--- src/rtl/pm_pkg.sv ---
package pm_pkg;

    localparam int MAX_LEN     = 32;
    localparam int COEF_WIDTH  = 16;
    localparam int IN_W        = 16;
    localparam int ACC_W       = 40;
    localparam int PROD_W      = 2 * COEF_WIDTH;
    localparam int SUM_W       = ((PROD_W > ACC_W) ? PROD_W : ACC_W) + 1;
    localparam int LEN_W       = $clog2(MAX_LEN + 1);
    localparam int IDX_W       = (MAX_LEN > 1) ? $clog2(MAX_LEN) : 1;
    localparam int K_W         = $clog2(2 * MAX_LEN);
    localparam int QUEUE_DEPTH = 4;
    localparam int QPTR_W      = $clog2(QUEUE_DEPTH);

    localparam logic [LEN_W-1:0]  LEN_MAX = LEN_W'(MAX_LEN);
    localparam logic [QPTR_W:0]   Q_FULL  = (QPTR_W + 1)'(QUEUE_DEPTH);
    localparam logic [QPTR_W-1:0] Q_LAST  = QPTR_W'(QUEUE_DEPTH - 1);

    typedef logic signed [COEF_WIDTH-1:0] t_coef;
    typedef logic signed [ACC_W-1:0]      t_acc;

    typedef struct packed {
        logic              wr_en;
        logic              wr_second;
        logic              run;
        logic [IDX_W-1:0]  idx;
        t_coef             coef;
        logic [LEN_W-1:0]  a_len;
        logic [LEN_W-1:0]  b_len;
        logic              a_zero;
        logic              ovf;
    } t_cmd;

    function automatic t_coef coef_ext(input logic [IN_W-1:0] raw);
        logic [IN_W+31:0] w;
        w = {32'b0, raw};
        return w[COEF_WIDTH-1:0];
    endfunction

    function automatic t_acc sat_acc(input logic signed [SUM_W-1:0] s);
        logic [SUM_W-ACC_W:0] top;
        top = s[SUM_W-1:ACC_W-1];
        if ((&top) || !(|top)) begin
            return s[ACC_W-1:0];
        end else if (s[SUM_W-1]) begin
            return {1'b1, {(ACC_W-1){1'b0}}};
        end else begin
            return {1'b0, {(ACC_W-1){1'b1}}};
        end
    endfunction

endpackage

--- src/rtl/pm_front.sv ---
module pm_front (
    input  logic                   i_clk,
    input  logic                   i_rst_n,
    input  logic                   i_in_valid,
    output logic                   o_in_ready,
    input  logic                   i_operand_select,
    input  logic signed [15:0]     i_coefficient,
    input  logic                   i_last_coeff,
    output logic                   o_push,
    output pm_pkg::t_cmd           o_cmd,
    input  logic                   i_full
);

    logic [pm_pkg::LEN_W-1:0] r_a_len, n_a_len;
    logic [pm_pkg::LEN_W-1:0] r_b_len, n_b_len;
    logic                     r_ovf, n_ovf;
    logic                     r_closed, n_closed;
    logic                     accept;

    assign o_in_ready = !i_full;
    assign accept     = i_in_valid && !i_full;

    always_comb begin
        n_a_len  = r_a_len;
        n_b_len  = r_b_len;
        n_ovf    = r_ovf;
        n_closed = r_closed;
        o_push   = 1'b0;
        o_cmd    = '0;
        o_cmd.coef = pm_pkg::coef_ext(i_coefficient);
        if (accept) begin
            if (!i_operand_select) begin
                if (r_closed) begin
                    n_a_len = '0;
                    n_b_len = '0;
                    n_ovf   = 1'b0;
                end
                if (n_a_len < pm_pkg::LEN_MAX) begin
                    o_push          = 1'b1;
                    o_cmd.wr_en     = 1'b1;
                    o_cmd.wr_second = 1'b0;
                    o_cmd.idx       = n_a_len[pm_pkg::IDX_W-1:0];
                    n_a_len         = n_a_len + pm_pkg::LEN_W'(1);
                end else begin
                    n_ovf = 1'b1;
                end
                n_closed = i_last_coeff;
            end else begin
                n_closed = 1'b1;
                if (r_b_len < pm_pkg::LEN_MAX) begin
                    o_push          = 1'b1;
                    o_cmd.wr_en     = 1'b1;
                    o_cmd.wr_second = 1'b1;
                    o_cmd.idx       = r_b_len[pm_pkg::IDX_W-1:0];
                    n_b_len         = r_b_len + pm_pkg::LEN_W'(1);
                end else begin
                    n_ovf = 1'b1;
                end
                if (i_last_coeff) begin
                    o_push       = 1'b1;
                    o_cmd.run    = 1'b1;
                    o_cmd.a_zero = (r_a_len == '0);
                    o_cmd.a_len  = (r_a_len == '0) ? pm_pkg::LEN_W'(1) : r_a_len;
                    o_cmd.b_len  = n_b_len;
                    o_cmd.ovf    = n_ovf;
                    n_a_len      = '0;
                    n_b_len      = '0;
                    n_ovf        = 1'b0;
                    n_closed     = 1'b0;
                end
            end
        end
    end

    always_ff @(posedge i_clk) begin
        if (!i_rst_n) begin
            r_a_len  <= '0;
            r_b_len  <= '0;
            r_ovf    <= 1'b0;
            r_closed <= 1'b0;
        end else begin
            r_a_len  <= n_a_len;
            r_b_len  <= n_b_len;
            r_ovf    <= n_ovf;
            r_closed <= n_closed;
        end
    end

endmodule

--- src/rtl/pm_queue.sv ---
module pm_queue (
    input  logic          i_clk,
    input  logic          i_rst_n,
    input  logic          i_push,
    input  pm_pkg::t_cmd  i_cmd,
    output logic          o_full,
    input  logic          i_pop,
    output pm_pkg::t_cmd  o_cmd,
    output logic          o_valid
);

    pm_pkg::t_cmd              r_mem [pm_pkg::QUEUE_DEPTH];
    logic [pm_pkg::QPTR_W-1:0] r_wr_ptr;
    logic [pm_pkg::QPTR_W-1:0] r_rd_ptr;
    logic [pm_pkg::QPTR_W:0]   r_count;
    logic                      do_push;
    logic                      do_pop;

    assign o_full  = (r_count == pm_pkg::Q_FULL);
    assign o_valid = (r_count != '0);
    assign o_cmd   = r_mem[r_rd_ptr];
    assign do_push = i_push && !o_full;
    assign do_pop  = i_pop && o_valid;

    always_ff @(posedge i_clk) begin
        if (do_push) begin
            r_mem[r_wr_ptr] <= i_cmd;
        end
    end

    always_ff @(posedge i_clk) begin
        if (!i_rst_n) begin
            r_wr_ptr <= '0;
            r_rd_ptr <= '0;
            r_count  <= '0;
        end else begin
            if (do_push) begin
                r_wr_ptr <= (r_wr_ptr == pm_pkg::Q_LAST) ? '0 : r_wr_ptr + pm_pkg::QPTR_W'(1);
            end
            if (do_pop) begin
                r_rd_ptr <= (r_rd_ptr == pm_pkg::Q_LAST) ? '0 : r_rd_ptr + pm_pkg::QPTR_W'(1);
            end
            if (do_push && !do_pop) begin
                r_count <= r_count + (pm_pkg::QPTR_W + 1)'(1);
            end else if (do_pop && !do_push) begin
                r_count <= r_count - (pm_pkg::QPTR_W + 1)'(1);
            end
        end
    end

endmodule

--- src/rtl/pm_back.sv ---
module pm_back (
    input  logic                             i_clk,
    input  logic                             i_rst_n,
    input  logic                             i_cmd_valid,
    input  pm_pkg::t_cmd                     i_cmd,
    output logic                             o_pop,
    output logic                             o_out_valid,
    input  logic                             i_out_ready,
    output logic signed [pm_pkg::ACC_W-1:0]  o_product_coeff,
    output logic                             o_result_last,
    output logic                             o_length_overflow
);

    typedef enum logic [1:0] {
        S_IDLE = 2'b01,
        S_RUN  = 2'b10
    } t_state;

    typedef struct packed {
        logic first;
        logic last_term;
        logic last_res;
        logic ovf;
        logic zero;
    } t_tag;

    t_state                      r_state;
    pm_pkg::t_coef               r_mem_a [pm_pkg::MAX_LEN];
    pm_pkg::t_coef               r_mem_b [pm_pkg::MAX_LEN];

    logic [pm_pkg::LEN_W-1:0]    r_ad;
    logic [pm_pkg::LEN_W-1:0]    r_sl;
    logic                        r_zero;
    logic                        r_ovf;
    logic [pm_pkg::K_W-1:0]      r_rd_last;
    logic [pm_pkg::K_W-1:0]      r_k;
    logic [pm_pkg::IDX_W-1:0]    r_i;
    logic                        r_first;

    logic                        r_s1_valid;
    t_tag                        r_s1_tag;
    pm_pkg::t_coef               r_s1_a;
    pm_pkg::t_coef               r_s1_b;
    logic                        r_s2_valid;
    t_tag                        r_s2_tag;
    logic signed [pm_pkg::PROD_W-1:0] r_s2_prod;
    pm_pkg::t_acc                r_acc;

    logic                        r_out_valid;
    pm_pkg::t_acc                r_out_coeff;
    logic                        r_out_last;
    logic                        r_out_ovf;

    logic                        adv;
    logic                        pop;
    logic                        issue;
    logic [pm_pkg::K_W-1:0]      i_ext;
    logic [pm_pkg::K_W-1:0]      j_full;
    logic [pm_pkg::K_W-1:0]      a_hi;
    logic [pm_pkg::K_W-1:0]      i_hi;
    logic                        last_term;
    logic                        last_res;
    logic [pm_pkg::K_W-1:0]      k_nx;
    logic [pm_pkg::K_W-1:0]      sl_ext;
    logic [pm_pkg::K_W-1:0]      lo_nx;
    logic [pm_pkg::LEN_W:0]      len_sum;
    t_tag                        tag;
    logic signed [pm_pkg::PROD_W-1:0] prod;
    pm_pkg::t_acc                acc_base;
    logic signed [pm_pkg::SUM_W-1:0]  sum;
    pm_pkg::t_acc                acc_n;

    assign adv   = !r_out_valid || i_out_ready;
    assign pop   = (r_state == S_IDLE) && i_cmd_valid;
    assign issue = (r_state == S_RUN) && adv;
    assign o_pop = pop;

    always_comb begin
        i_ext     = pm_pkg::K_W'(r_i);
        j_full    = r_k - i_ext;
        a_hi      = pm_pkg::K_W'(r_ad) - pm_pkg::K_W'(1);
        i_hi      = (a_hi <= r_k) ? a_hi : r_k;
        last_term = (i_ext == i_hi);
        last_res  = (r_k == r_rd_last);
        k_nx      = r_k + pm_pkg::K_W'(1);
        sl_ext    = pm_pkg::K_W'(r_sl);
        lo_nx     = (k_nx >= sl_ext) ? (k_nx - sl_ext + pm_pkg::K_W'(1)) : '0;
        len_sum   = {1'b0, i_cmd.a_len} + {1'b0, i_cmd.b_len} - (pm_pkg::LEN_W + 1)'(2);
        tag.first     = r_first;
        tag.last_term = last_term;
        tag.last_res  = last_res;
        tag.ovf       = r_ovf;
        tag.zero      = r_zero;
        prod      = r_s1_a * r_s1_b;
        if (r_s2_tag.first) begin
            acc_base = '0;
        end else begin
            acc_base = r_acc;
        end
        sum   = pm_pkg::SUM_W'(acc_base) + pm_pkg::SUM_W'(r_s2_prod);
        acc_n = pm_pkg::sat_acc(sum);
    end

    // store writes and stage-1 operand reads
    always_ff @(posedge i_clk) begin
        if (pop && i_cmd.wr_en) begin
            if (i_cmd.wr_second) begin
                r_mem_b[i_cmd.idx] <= i_cmd.coef;
            end else begin
                r_mem_a[i_cmd.idx] <= i_cmd.coef;
            end
        end
        if (issue) begin
            r_s1_a <= r_mem_a[r_i];
            r_s1_b <= r_mem_b[j_full[pm_pkg::IDX_W-1:0]];
        end
    end

    always_ff @(posedge i_clk) begin
        if (!i_rst_n) begin
            r_state     <= S_IDLE;
            r_s1_valid  <= 1'b0;
            r_s2_valid  <= 1'b0;
            r_out_valid <= 1'b0;
        end else begin
            unique case (r_state)
                S_IDLE: begin
                    if (pop && i_cmd.run) begin
                        r_state <= S_RUN;
                    end
                end
                S_RUN: begin
                    if (issue && last_term && last_res) begin
                        r_state <= S_IDLE;
                    end
                end
                default: r_state <= S_IDLE;
            endcase
            if (adv) begin
                r_s1_valid  <= issue;
                r_s2_valid  <= r_s1_valid;
                r_out_valid <= r_s2_valid && r_s2_tag.last_term;
            end
        end
    end

    always_ff @(posedge i_clk) begin
        if (pop && i_cmd.run) begin
            r_ad      <= i_cmd.a_len;
            r_sl      <= i_cmd.b_len;
            r_zero    <= i_cmd.a_zero;
            r_ovf     <= i_cmd.ovf;
            r_rd_last <= pm_pkg::K_W'(len_sum);
            r_k       <= '0;
            r_i       <= '0;
            r_first   <= 1'b1;
        end else if (issue) begin
            if (last_term) begin
                if (!last_res) begin
                    r_k     <= k_nx;
                    r_i     <= lo_nx[pm_pkg::IDX_W-1:0];
                    r_first <= 1'b1;
                end
            end else begin
                r_i     <= r_i + pm_pkg::IDX_W'(1);
                r_first <= 1'b0;
            end
        end
        if (adv) begin
            r_s1_tag  <= tag;
            r_s2_tag  <= r_s1_tag;
            r_s2_prod <= r_s1_tag.zero ? '0 : prod;
            if (r_s2_valid) begin
                r_acc <= acc_n;
            end
            if (r_s2_valid && r_s2_tag.last_term) begin
                r_out_coeff <= acc_n;
                r_out_last  <= r_s2_tag.last_res;
                r_out_ovf   <= r_s2_tag.ovf;
            end
        end
    end

    assign o_out_valid       = r_out_valid;
    assign o_product_coeff   = r_out_coeff;
    assign o_result_last     = r_out_last;
    assign o_length_overflow = r_out_ovf;

endmodule

--- src/rtl/polynomial_multiply.sv ---
// Channel  | Handshake                    | Word
// ---------+------------------------------+-----------------------------------------------
// input    | i_in_valid / o_in_ready      | i_operand_select, i_coefficient, i_last_coeff
// output   | o_out_valid / i_out_ready    | o_product_coeff, o_result_last, o_length_overflow
//
// Loading words are taken one per cycle while the 4-entry command queue has room.
// A product of an A-term and a B-term polynomial is computed term by term on the single
// multiply-accumulate unit; with an idle back end the closing word passes through the command
// queue, the operand read, the product register and the output register before its first result.
// Synchronous active-low reset clears control state; coefficient stores are not cleared.
// An output stall freezes the multiply pipeline; the queue keeps taking input words.
module polynomial_multiply (
    input  logic                 i_clk,
    input  logic                 i_rst_n,
    input  logic                 i_in_valid,
    output logic                 o_in_ready,
    input  logic                 i_operand_select,
    input  logic signed [15:0]   i_coefficient,
    input  logic                 i_last_coeff,
    output logic                 o_out_valid,
    input  logic                 i_out_ready,
    output logic signed [39:0]   o_product_coeff,
    output logic                 o_result_last,
    output logic                 o_length_overflow
);

    logic         push;
    logic         full;
    logic         pop;
    logic         cmd_valid;
    pm_pkg::t_cmd front_cmd;
    pm_pkg::t_cmd back_cmd;

    pm_front u_front (
        .i_clk            (i_clk),
        .i_rst_n          (i_rst_n),
        .i_in_valid       (i_in_valid),
        .o_in_ready       (o_in_ready),
        .i_operand_select (i_operand_select),
        .i_coefficient    (i_coefficient),
        .i_last_coeff     (i_last_coeff),
        .o_push           (push),
        .o_cmd            (front_cmd),
        .i_full           (full)
    );

    pm_queue u_queue (
        .i_clk   (i_clk),
        .i_rst_n (i_rst_n),
        .i_push  (push),
        .i_cmd   (front_cmd),
        .o_full  (full),
        .i_pop   (pop),
        .o_cmd   (back_cmd),
        .o_valid (cmd_valid)
    );

    pm_back u_back (
        .i_clk             (i_clk),
        .i_rst_n           (i_rst_n),
        .i_cmd_valid       (cmd_valid),
        .i_cmd             (back_cmd),
        .o_pop             (pop),
        .o_out_valid       (o_out_valid),
        .i_out_ready       (i_out_ready),
        .o_product_coeff   (o_product_coeff),
        .o_result_last     (o_result_last),
        .o_length_overflow (o_length_overflow)
    );

endmodule

--- config.mk ---
export PLATFORM = sky130hd
export DESIGN_NAME = polynomial_multiply
export DESIGN_NICKNAME = d
export VERILOG_FILES = /design/src/rtl/pm_pkg.sv /design/src/rtl/pm_front.sv /design/src/rtl/pm_queue.sv /design/src/rtl/pm_back.sv /design/src/rtl/polynomial_multiply.sv
export SDC_FILE = /design/constraint.sdc
export NUM_CORES = 2
export LEC_CHECK = 0
export BUFFER_PORTS_ARGS = -buffer_cell sky130_fd_sc_hd__buf_4
export CORE_MARGIN = 2
export CORE_UTILIZATION = 65
export CTS_BUF_LIST = sky130_fd_sc_hd__clkbuf_4 sky130_fd_sc_hd__clkbuf_8
export CTS_CLUSTER_DIAMETER = 60
export DETAILED_ROUTE_END_ITERATION = 16
export MAX_ROUTING_LAYER = met4
export PLACE_DENSITY = 0.93
export SETUP_SLACK_MARGIN = 0.5
export SLEW_MARGIN = 0
export SYNTH_ARGS = -nofsm -noshare
export SYNTH_HDL_FRONTEND = slang
export SYNTH_SLANG_ARGS = --single-unit
--- constraint.sdc ---
create_clock -name i_clk -period 13.9 [get_ports i_clk]
set_input_delay 1.39 -clock i_clk [delete_from_list [all_inputs] [get_ports i_clk]]
set_output_delay 1.39 -clock i_clk [all_outputs]
set_load 0.005 [all_outputs]
After elaboration in Yosys (flattened, before gate mapping):

Memories as Yosys holds them, arrays and structs flattened. A register that Yosys moved wholly into a read port is not among the register bits.
Index checks and enable logic that the tools add are counted.

* add/subtract/negate cells: 15
* $mul: 1
* $lt $le $gt $ge: 4
* equal/unequal tests: 12
* multiplexer cells: 61
* bitwise operators: 1
* reduce and logical (&&, ||, !) cells: 33

Operators by type and width (number)
* $mux W40: 3
* $mux W6: 12
* $mux W14: 3
* $add A40 B32 Y41: 1
* $mul A16 B16 Y32: 1
* $mux W5: 6
* $mux W1: 24
* $add A6 B1 Y6 const B: 3
* $mux W2: 9
* $reduce_and A2 Y1: 8
* $logic_and A1 B1 Y1: 12
* $lt A6 B6 Y1 const B: 2
* $add A5 B1 Y5 const B: 2
* $sub A5 B5 Y5: 2
* $mux W8: 1
* $add A6 B6 Y6: 1
* $eq A2 B2 Y1 const B: 3
* $eq A5 B6 Y1: 1
* $eq A6 B6 Y1: 1
* $ge A6 B6 Y1: 1
* $le A6 B6 Y1: 1
* $logic_not A6 Y1: 1
* $mux W3: 2
* $ne A2 B2 Y1 const B: 3
* 17 further kinds: 24

* flip-flop bits (word level): 181
* memory bits (writable): 1176
* input port bits: 22
* output and inout bits: 44
* logic and storage cells: 163
* memories: 3

Memory list
* u_back.r_mem_a: depth 32, width 16, rd ports 1, clocked after memory_dff 1, wr ports 1, RTL line pm_back.sv:28 `pm_pkg::t_coef r_mem_a [pm_pkg::MAX_LEN];`
* u_back.r_mem_b: depth 32, width 16, rd ports 1, clocked after memory_dff 1, wr ports 1, RTL line pm_back.sv:29 `pm_pkg::t_coef r_mem_b [pm_pkg::MAX_LEN];`
* u_queue.r_mem: depth 4, width 38, rd ports 1, clocked after memory_dff 1, wr ports 1, RTL line pm_queue.sv:12 `pm_pkg::t_cmd r_mem [pm_pkg::QUEUE_DEPTH];`

Logic depth before layout (Yosys ltp):

* word-level depth: 13
* gate-level depth with buffers: 23
* gate-level depth less buffers: 22

By module:

A second synthesis with hierarchy kept.

* cell total of the unflattened synthesis: 3913
* area total of the unflattened synthesis: 66221.0 um2

By module, submodules not included
* pm_back: times used 1, cells each 3500, area an instance 58989.1 um2, seq. area each 36344.9 um2
* pm_queue: times used 1, cells each 249, area an instance 5974.5 um2, seq. area each 4744.6 um2
* pm_front: times used 1, cells each 164, area an instance 1257.5 um2, seq. area each 280.3 um2

Worst setup path before layout:

Ideal clock, no wire load.

* path kind: register to register
* start: register u_back.r_s1_b[4] (read register of u_back.r_mem_b)
* end: register u_back.r_s2_prod[28] in the netlist's numbering (data pin)
* library setup time: 0.260 ns
* arrival time: 6.099 ns
* required time: 13.640 ns
* setup slack: 7.541 ns
* cell stages (with the launch flop): 23
* path buffers: 1
* period minus slack after synthesis: 6.359 ns
* cell sequence: edfxtp_1 -> clkbuf_1 -> and2_1 -> fa_1 -> inv_1 -> fa_1 -> fa_1 -> inv_1 -> fa_1 -> fa_1 -> inv_1 -> fa_1 -> inv_1 -> ha_1 -> a21o_1 -> a21o_1 -> a31o_2 -> a221o_1 -> o21ai_1 -> a211o_1 -> a31oi_1 -> a31oi_1 -> mux2_2

* cells in the longest elaborated chain, start to end: 1

Ends and longest elaborated chain
* start, declared: RTL line pm_back.sv:43 `pm_pkg::t_coef r_s1_b;`
* $mul A16 B16 Y32: RTL line pm_back.sv:94 `prod = r_s1_a * r_s1_b;`
* end signal, assigned: RTL line pm_back.sv:172 `r_s2_prod <= r_s1_tag.zero ? '0 : prod;`
* end, declared: RTL line pm_back.sv:46 `logic signed [pm_pkg::PROD_W-1:0] r_s2_prod;`

No other way between the ends.
A chain may end at the register's enable or synchronous reset.

Final worst setup path:

* start: register u_back.r_s1_a[9] (read register of u_back.r_mem_a)
* end: register u_back.r_s2_prod[28] in the netlist's numbering (data pin)

* cells in the longest elaborated chain, start to end: 1

Ends and longest elaborated chain
* start, declared: RTL line pm_back.sv:42 `pm_pkg::t_coef r_s1_a;`
* $mul A16 B16 Y32: RTL line pm_back.sv:94

No other way between the ends.

==> impl_metrics.py <==
metrics = {
    "cts": {
        "cts_max_path_buffers": 3,
        "cts_tree": "yes",
        "clkLatencyLatePin_ns": 0.91,
        "cts_buffers": 208,
        "ctsHtreeMaxLevel": 4,
        "postCtsResizedCells": 0,
        "cts_sinks": 1391,
        "post_cts_buffers": 0,
        "clk_transition_reported_paths_ns": 0.06,
        "post_cts_hold_buffer_count": 0,
        "clock-root-buffer": "sky130_fd_sc_hd__clkbuf_8",
    },
    "placed_design": {
        "post_dp_cell_area_mm2": 0.0682,
        "gp_congestion": 0.929,
        "buffer_ports.inserted": 65,
        "hpwl_mm": 102,
    },
    "synthesis": {
        "yosys_warnings": 0,
        "ffs_latches_synth": 1391,
        "synthesis.nets": 4304,
        "synth_edf_count": 1351,
        "synth.cell_area_mm2": 0.0659,
        "synthDominantCellAreaShare": 0.616,
        "seq_area_frac_synth": 0.628,
        "synthCells": 3847,
        "syn_avg_cell_area_um2": 17.1,
        "synth.lib_cells_used.distinct": 91,
        "largest_area_contributor_in_the_synthesized_netlist": "sky130_fd_sc_hd__edfxtp_1",
        "netlist_top_cells_area": "sky130_fd_sc_hd__edfxtp_1, sky130_fd_sc_hd__mux4_2, sky130_fd_sc_hd__fa_1",
        "synth-async-reset-ratio": 0,
        "synth_ff_type": "sky130_fd_sc_hd__edfxtp_1",
    },
    "finish": {
        "layout_commonest_cell": "sky130_fd_sc_hd__edfxtp_1",
        "final_layout_size_suffix_gt1_frac": 0.222,
        "postLayoutCoreUtil": 0.720,
        "layout-area-overhead-vs-synth_pct": 9.55,
        "finalNetCount": 4514,
        "final_cell_mix": "sky130_fd_sc_hd__edfxtp_1, sky130_fd_sc_hd__mux4_2, sky130_fd_sc_hd__inv_1",
        "final_cell_area_mm2": 0.0722,
    },
    "global_route": {
        "number_of_antenna_violations_at_the_first_check_in_global_routing": 8,
        "track_usage": 0.345,
        "grt_pass1_wl_mm": 251,
        "largest_net_degree_at_the_start_of_global_routing": 78,
        "grt_overflow": 0,
        "first_global_vias": 39138,
    },
    "route": {
        "antenna_left": 0,
        "met3_length_mm": 18.0,
        "route.detailed.drc": 0,
        "topRoutingLayerUsed": "met4",
        "wirelength_mm": 169,
        "drt-pass1-iter-count": 8,
        "vias_per_cell": 6.80,
        "dr.first_iter.drc_count": 5678,
        "route.met2.wl_mm": 84.5,
        "route.layer.met1.wl_mm": 56.8,
        "num_vias": 37963,
        "routed_length_per_placed_instance_um": 30.3,
    },
    "setup_path": {
        "critical_path.n_buffers_inverters": 4,
        "critical_path_arrival_ns": 7.57,
        "cp_common_cell": "sky130_fd_sc_hd__fa_1",
        "critical-path-top-delay-family": "adder cells",
        "rr_startpoint": "u_back.r_s1_a[9]$_DFFE_PP_",
        "cp_cell_sequence": "and2_1, fa_1, inv_1, fa_1, fa_1, inv_1, fa_1, fa_1, inv_1, fa_1, inv_1, ha_1, a21o_1, a21o_1, a31o_2, a221o_1, o21ai_1, a211o_1, a31oi_1, a31oi_1, mux2_2",
        "critical_path.startpoint": "u_back.r_s1_a[9]$_DFFE_PP_",
        "timing.critical_path.fanout_max": 16,
        "reg2reg_depth": 21,
        "crit_end": "u_back.r_s2_prod[28]$_SDFFCE_PP0N_",
        "critical_path.endpoint_type": "register",
        "critPathKind": "reg -> reg",
        "reg2reg_to": "u_back.r_s2_prod[28]$_SDFFCE_PP0N_",
        "timing.critical_path.slowest_cell_delay_ns": 0.62,
        "r2r_slack_ns": 6.97,
        "worstPathRequired_ns": 14.53,
        "crit_path_max_delay_cell_type": "sky130_fd_sc_hd__edfxtp_1",
        "worst_setup_path_start_kind": "register",
        "worst_path_depth": 21,
    },
    "floorplan": {
        "row_count": 116,
        "dieWidth_um": 322,
        "initial_core_util": 0.657,
        "design.portCount": 66,
        "die_h_um": 322,
        "floorplan.die_area_mm2": 0.104,
        "core_mm2": 0.100,
    },
    "timing": {
        "rsz0062_at_grt": "no",
        "slew_at_the_pin_with_the_worst_max_slew_slack_ns": 1.41,
        "hold_viol_final": 0,
        "final-max-slew-violation-count": 0,
        "report.final.setup_viol": 0,
        "post_route_clock_period_utilization": 0.499,
        "totalNegativeSetupSlack_ns": 0,
        "period_minus_slack_ns": 6.93,
        "timing.hold.ws_ns": 0.421,
        "relSlewSlack": 0.0589,
        "clock_skew_ns": 0.0544,
        "timing.fmax_mhz": 144,
    },
    "power_and_ir_drop": {
        "leakage_nw": 25.6,
        "ir_worst_vdd_mv": 0.330,
        "fin_total_pwr_mw": 17.5,
        "power.density_cell_area_mw_per_mm2": 243,
    },
    "hold_path": {
        "min_path_cells": 0,
        "min-delay-path-class": "reg -> reg",
    },
    "run": {
        "cap_viol_max_count": 0,
    },
    "outcome": {
        "outcome": "finished clean",
    },
}
## flip-flops by register name, summed over array words and instances, names as in the netlist, 6 cells and up, named ones only
signal	count
u_back.r_k	6
u_back.r_s1_b	16
u_back.r_mem_a	512
u_back.r_sl	6
u_back.r_acc	40
u_back.r_rd_last	6
u_back.r_s2_prod	32
u_front.r_b_len	6
u_back.o_product_coeff	40
u_back.r_mem_b	512
u_front.r_a_len	6
u_queue.r_mem	152
u_back.r_ad	6
u_back.r_s1_a	16
## worst min-delay path by stage
stage	start	endpoint	slack, ns
floorplan	u_back.r_s2_tag[1]$_DFFE_PN_	u_back.o_length_overflow$_DFFE_PP_	0.40
global placement	u_back.r_s1_tag[4]$_DFFE_PN_	u_back.r_s2_tag[4]$_DFFE_PN_	0.40
detailed placement	u_back.r_s1_tag[2]$_DFFE_PN_	u_back.r_s2_tag[2]$_DFFE_PN_	0.41
CTS	u_back.r_s2_tag[2]$_DFFE_PN_	u_back.o_result_last$_DFFE_PP_	0.41
global route	u_back.r_s2_tag[2]$_DFFE_PN_	u_back.o_result_last$_DFFE_PP_	0.42
finish	u_back.r_s1_tag[2]$_DFFE_PN_	u_back.r_s2_tag[2]$_DFFE_PN_	0.42
## final cells by class
cell class / instances / area, µm²
sequential: 1391 / 41400
fill: 5318 / 28100
multi-input combinational: 1957 / 22700
clock buffer: 288 / 3490
tap: 1357 / 1700
inverter: 347 / 1300
timing repair buffer: 152 / 1140
clock inverter: 86 / 522
antenna: 4 / 10.0
## cell usage after synthesis, drive strengths merged, types with 6 or more instances
library cell,instances
a211o,6
a211oi,16
a21boi,10
a21o,42
a21oi,83
a31oi,10
and2,151
and3,13
buf,46
clkbuf,106
dfxtp,40
edfxtp,1351
fa,268
ha,167
inv,347
mux2,34
mux2i,15
mux4,357
nand2,186
nand2b,25
nand3,26
nand4,14
nor2,156
nor2b,74
nor3,21
o211ai,9
o21a,13
o21ai,75
o21bai,9
o31ai,6
or2,8
or3,6
xnor2,61
xor2,32
## layer usage
metal  GRT usage  up-vias
met3      0.0676      771
met4       0.169        0
met5           -        -
met2       0.555     3268
met1       0.426    19043
li1            -    14881
## cells by family after synthesis
family,share of synthesized area
DFF,0.628
and+or+nand+nor,0.0539
buffers and inverters,0.0297
adders and majority gates,0.114
muxes,0.130
AOI/OAI and AO/OA,0.0326
xor gates and xnor gates,0.0124
## report_power, final
part / internal, mW / leakage (nW) / switching, mW
registers: 5.64 / 12.6 / 0.148
logic: 3.44 / 10.9 / 4.99
clock network: 1.66 / 2.15 / 1.64
total: 10.7 / 25.6 / 6.78
## through the flow
step	instances	setup slack, ns
floorplan	3847	7.54
global placement	5204	7.14
detailed placement	5204	7.03
CTS	5578	7.00
global route	5582	6.64
finish	5582	6.97
No activity file was read; power rests on OpenSTA's default activity.
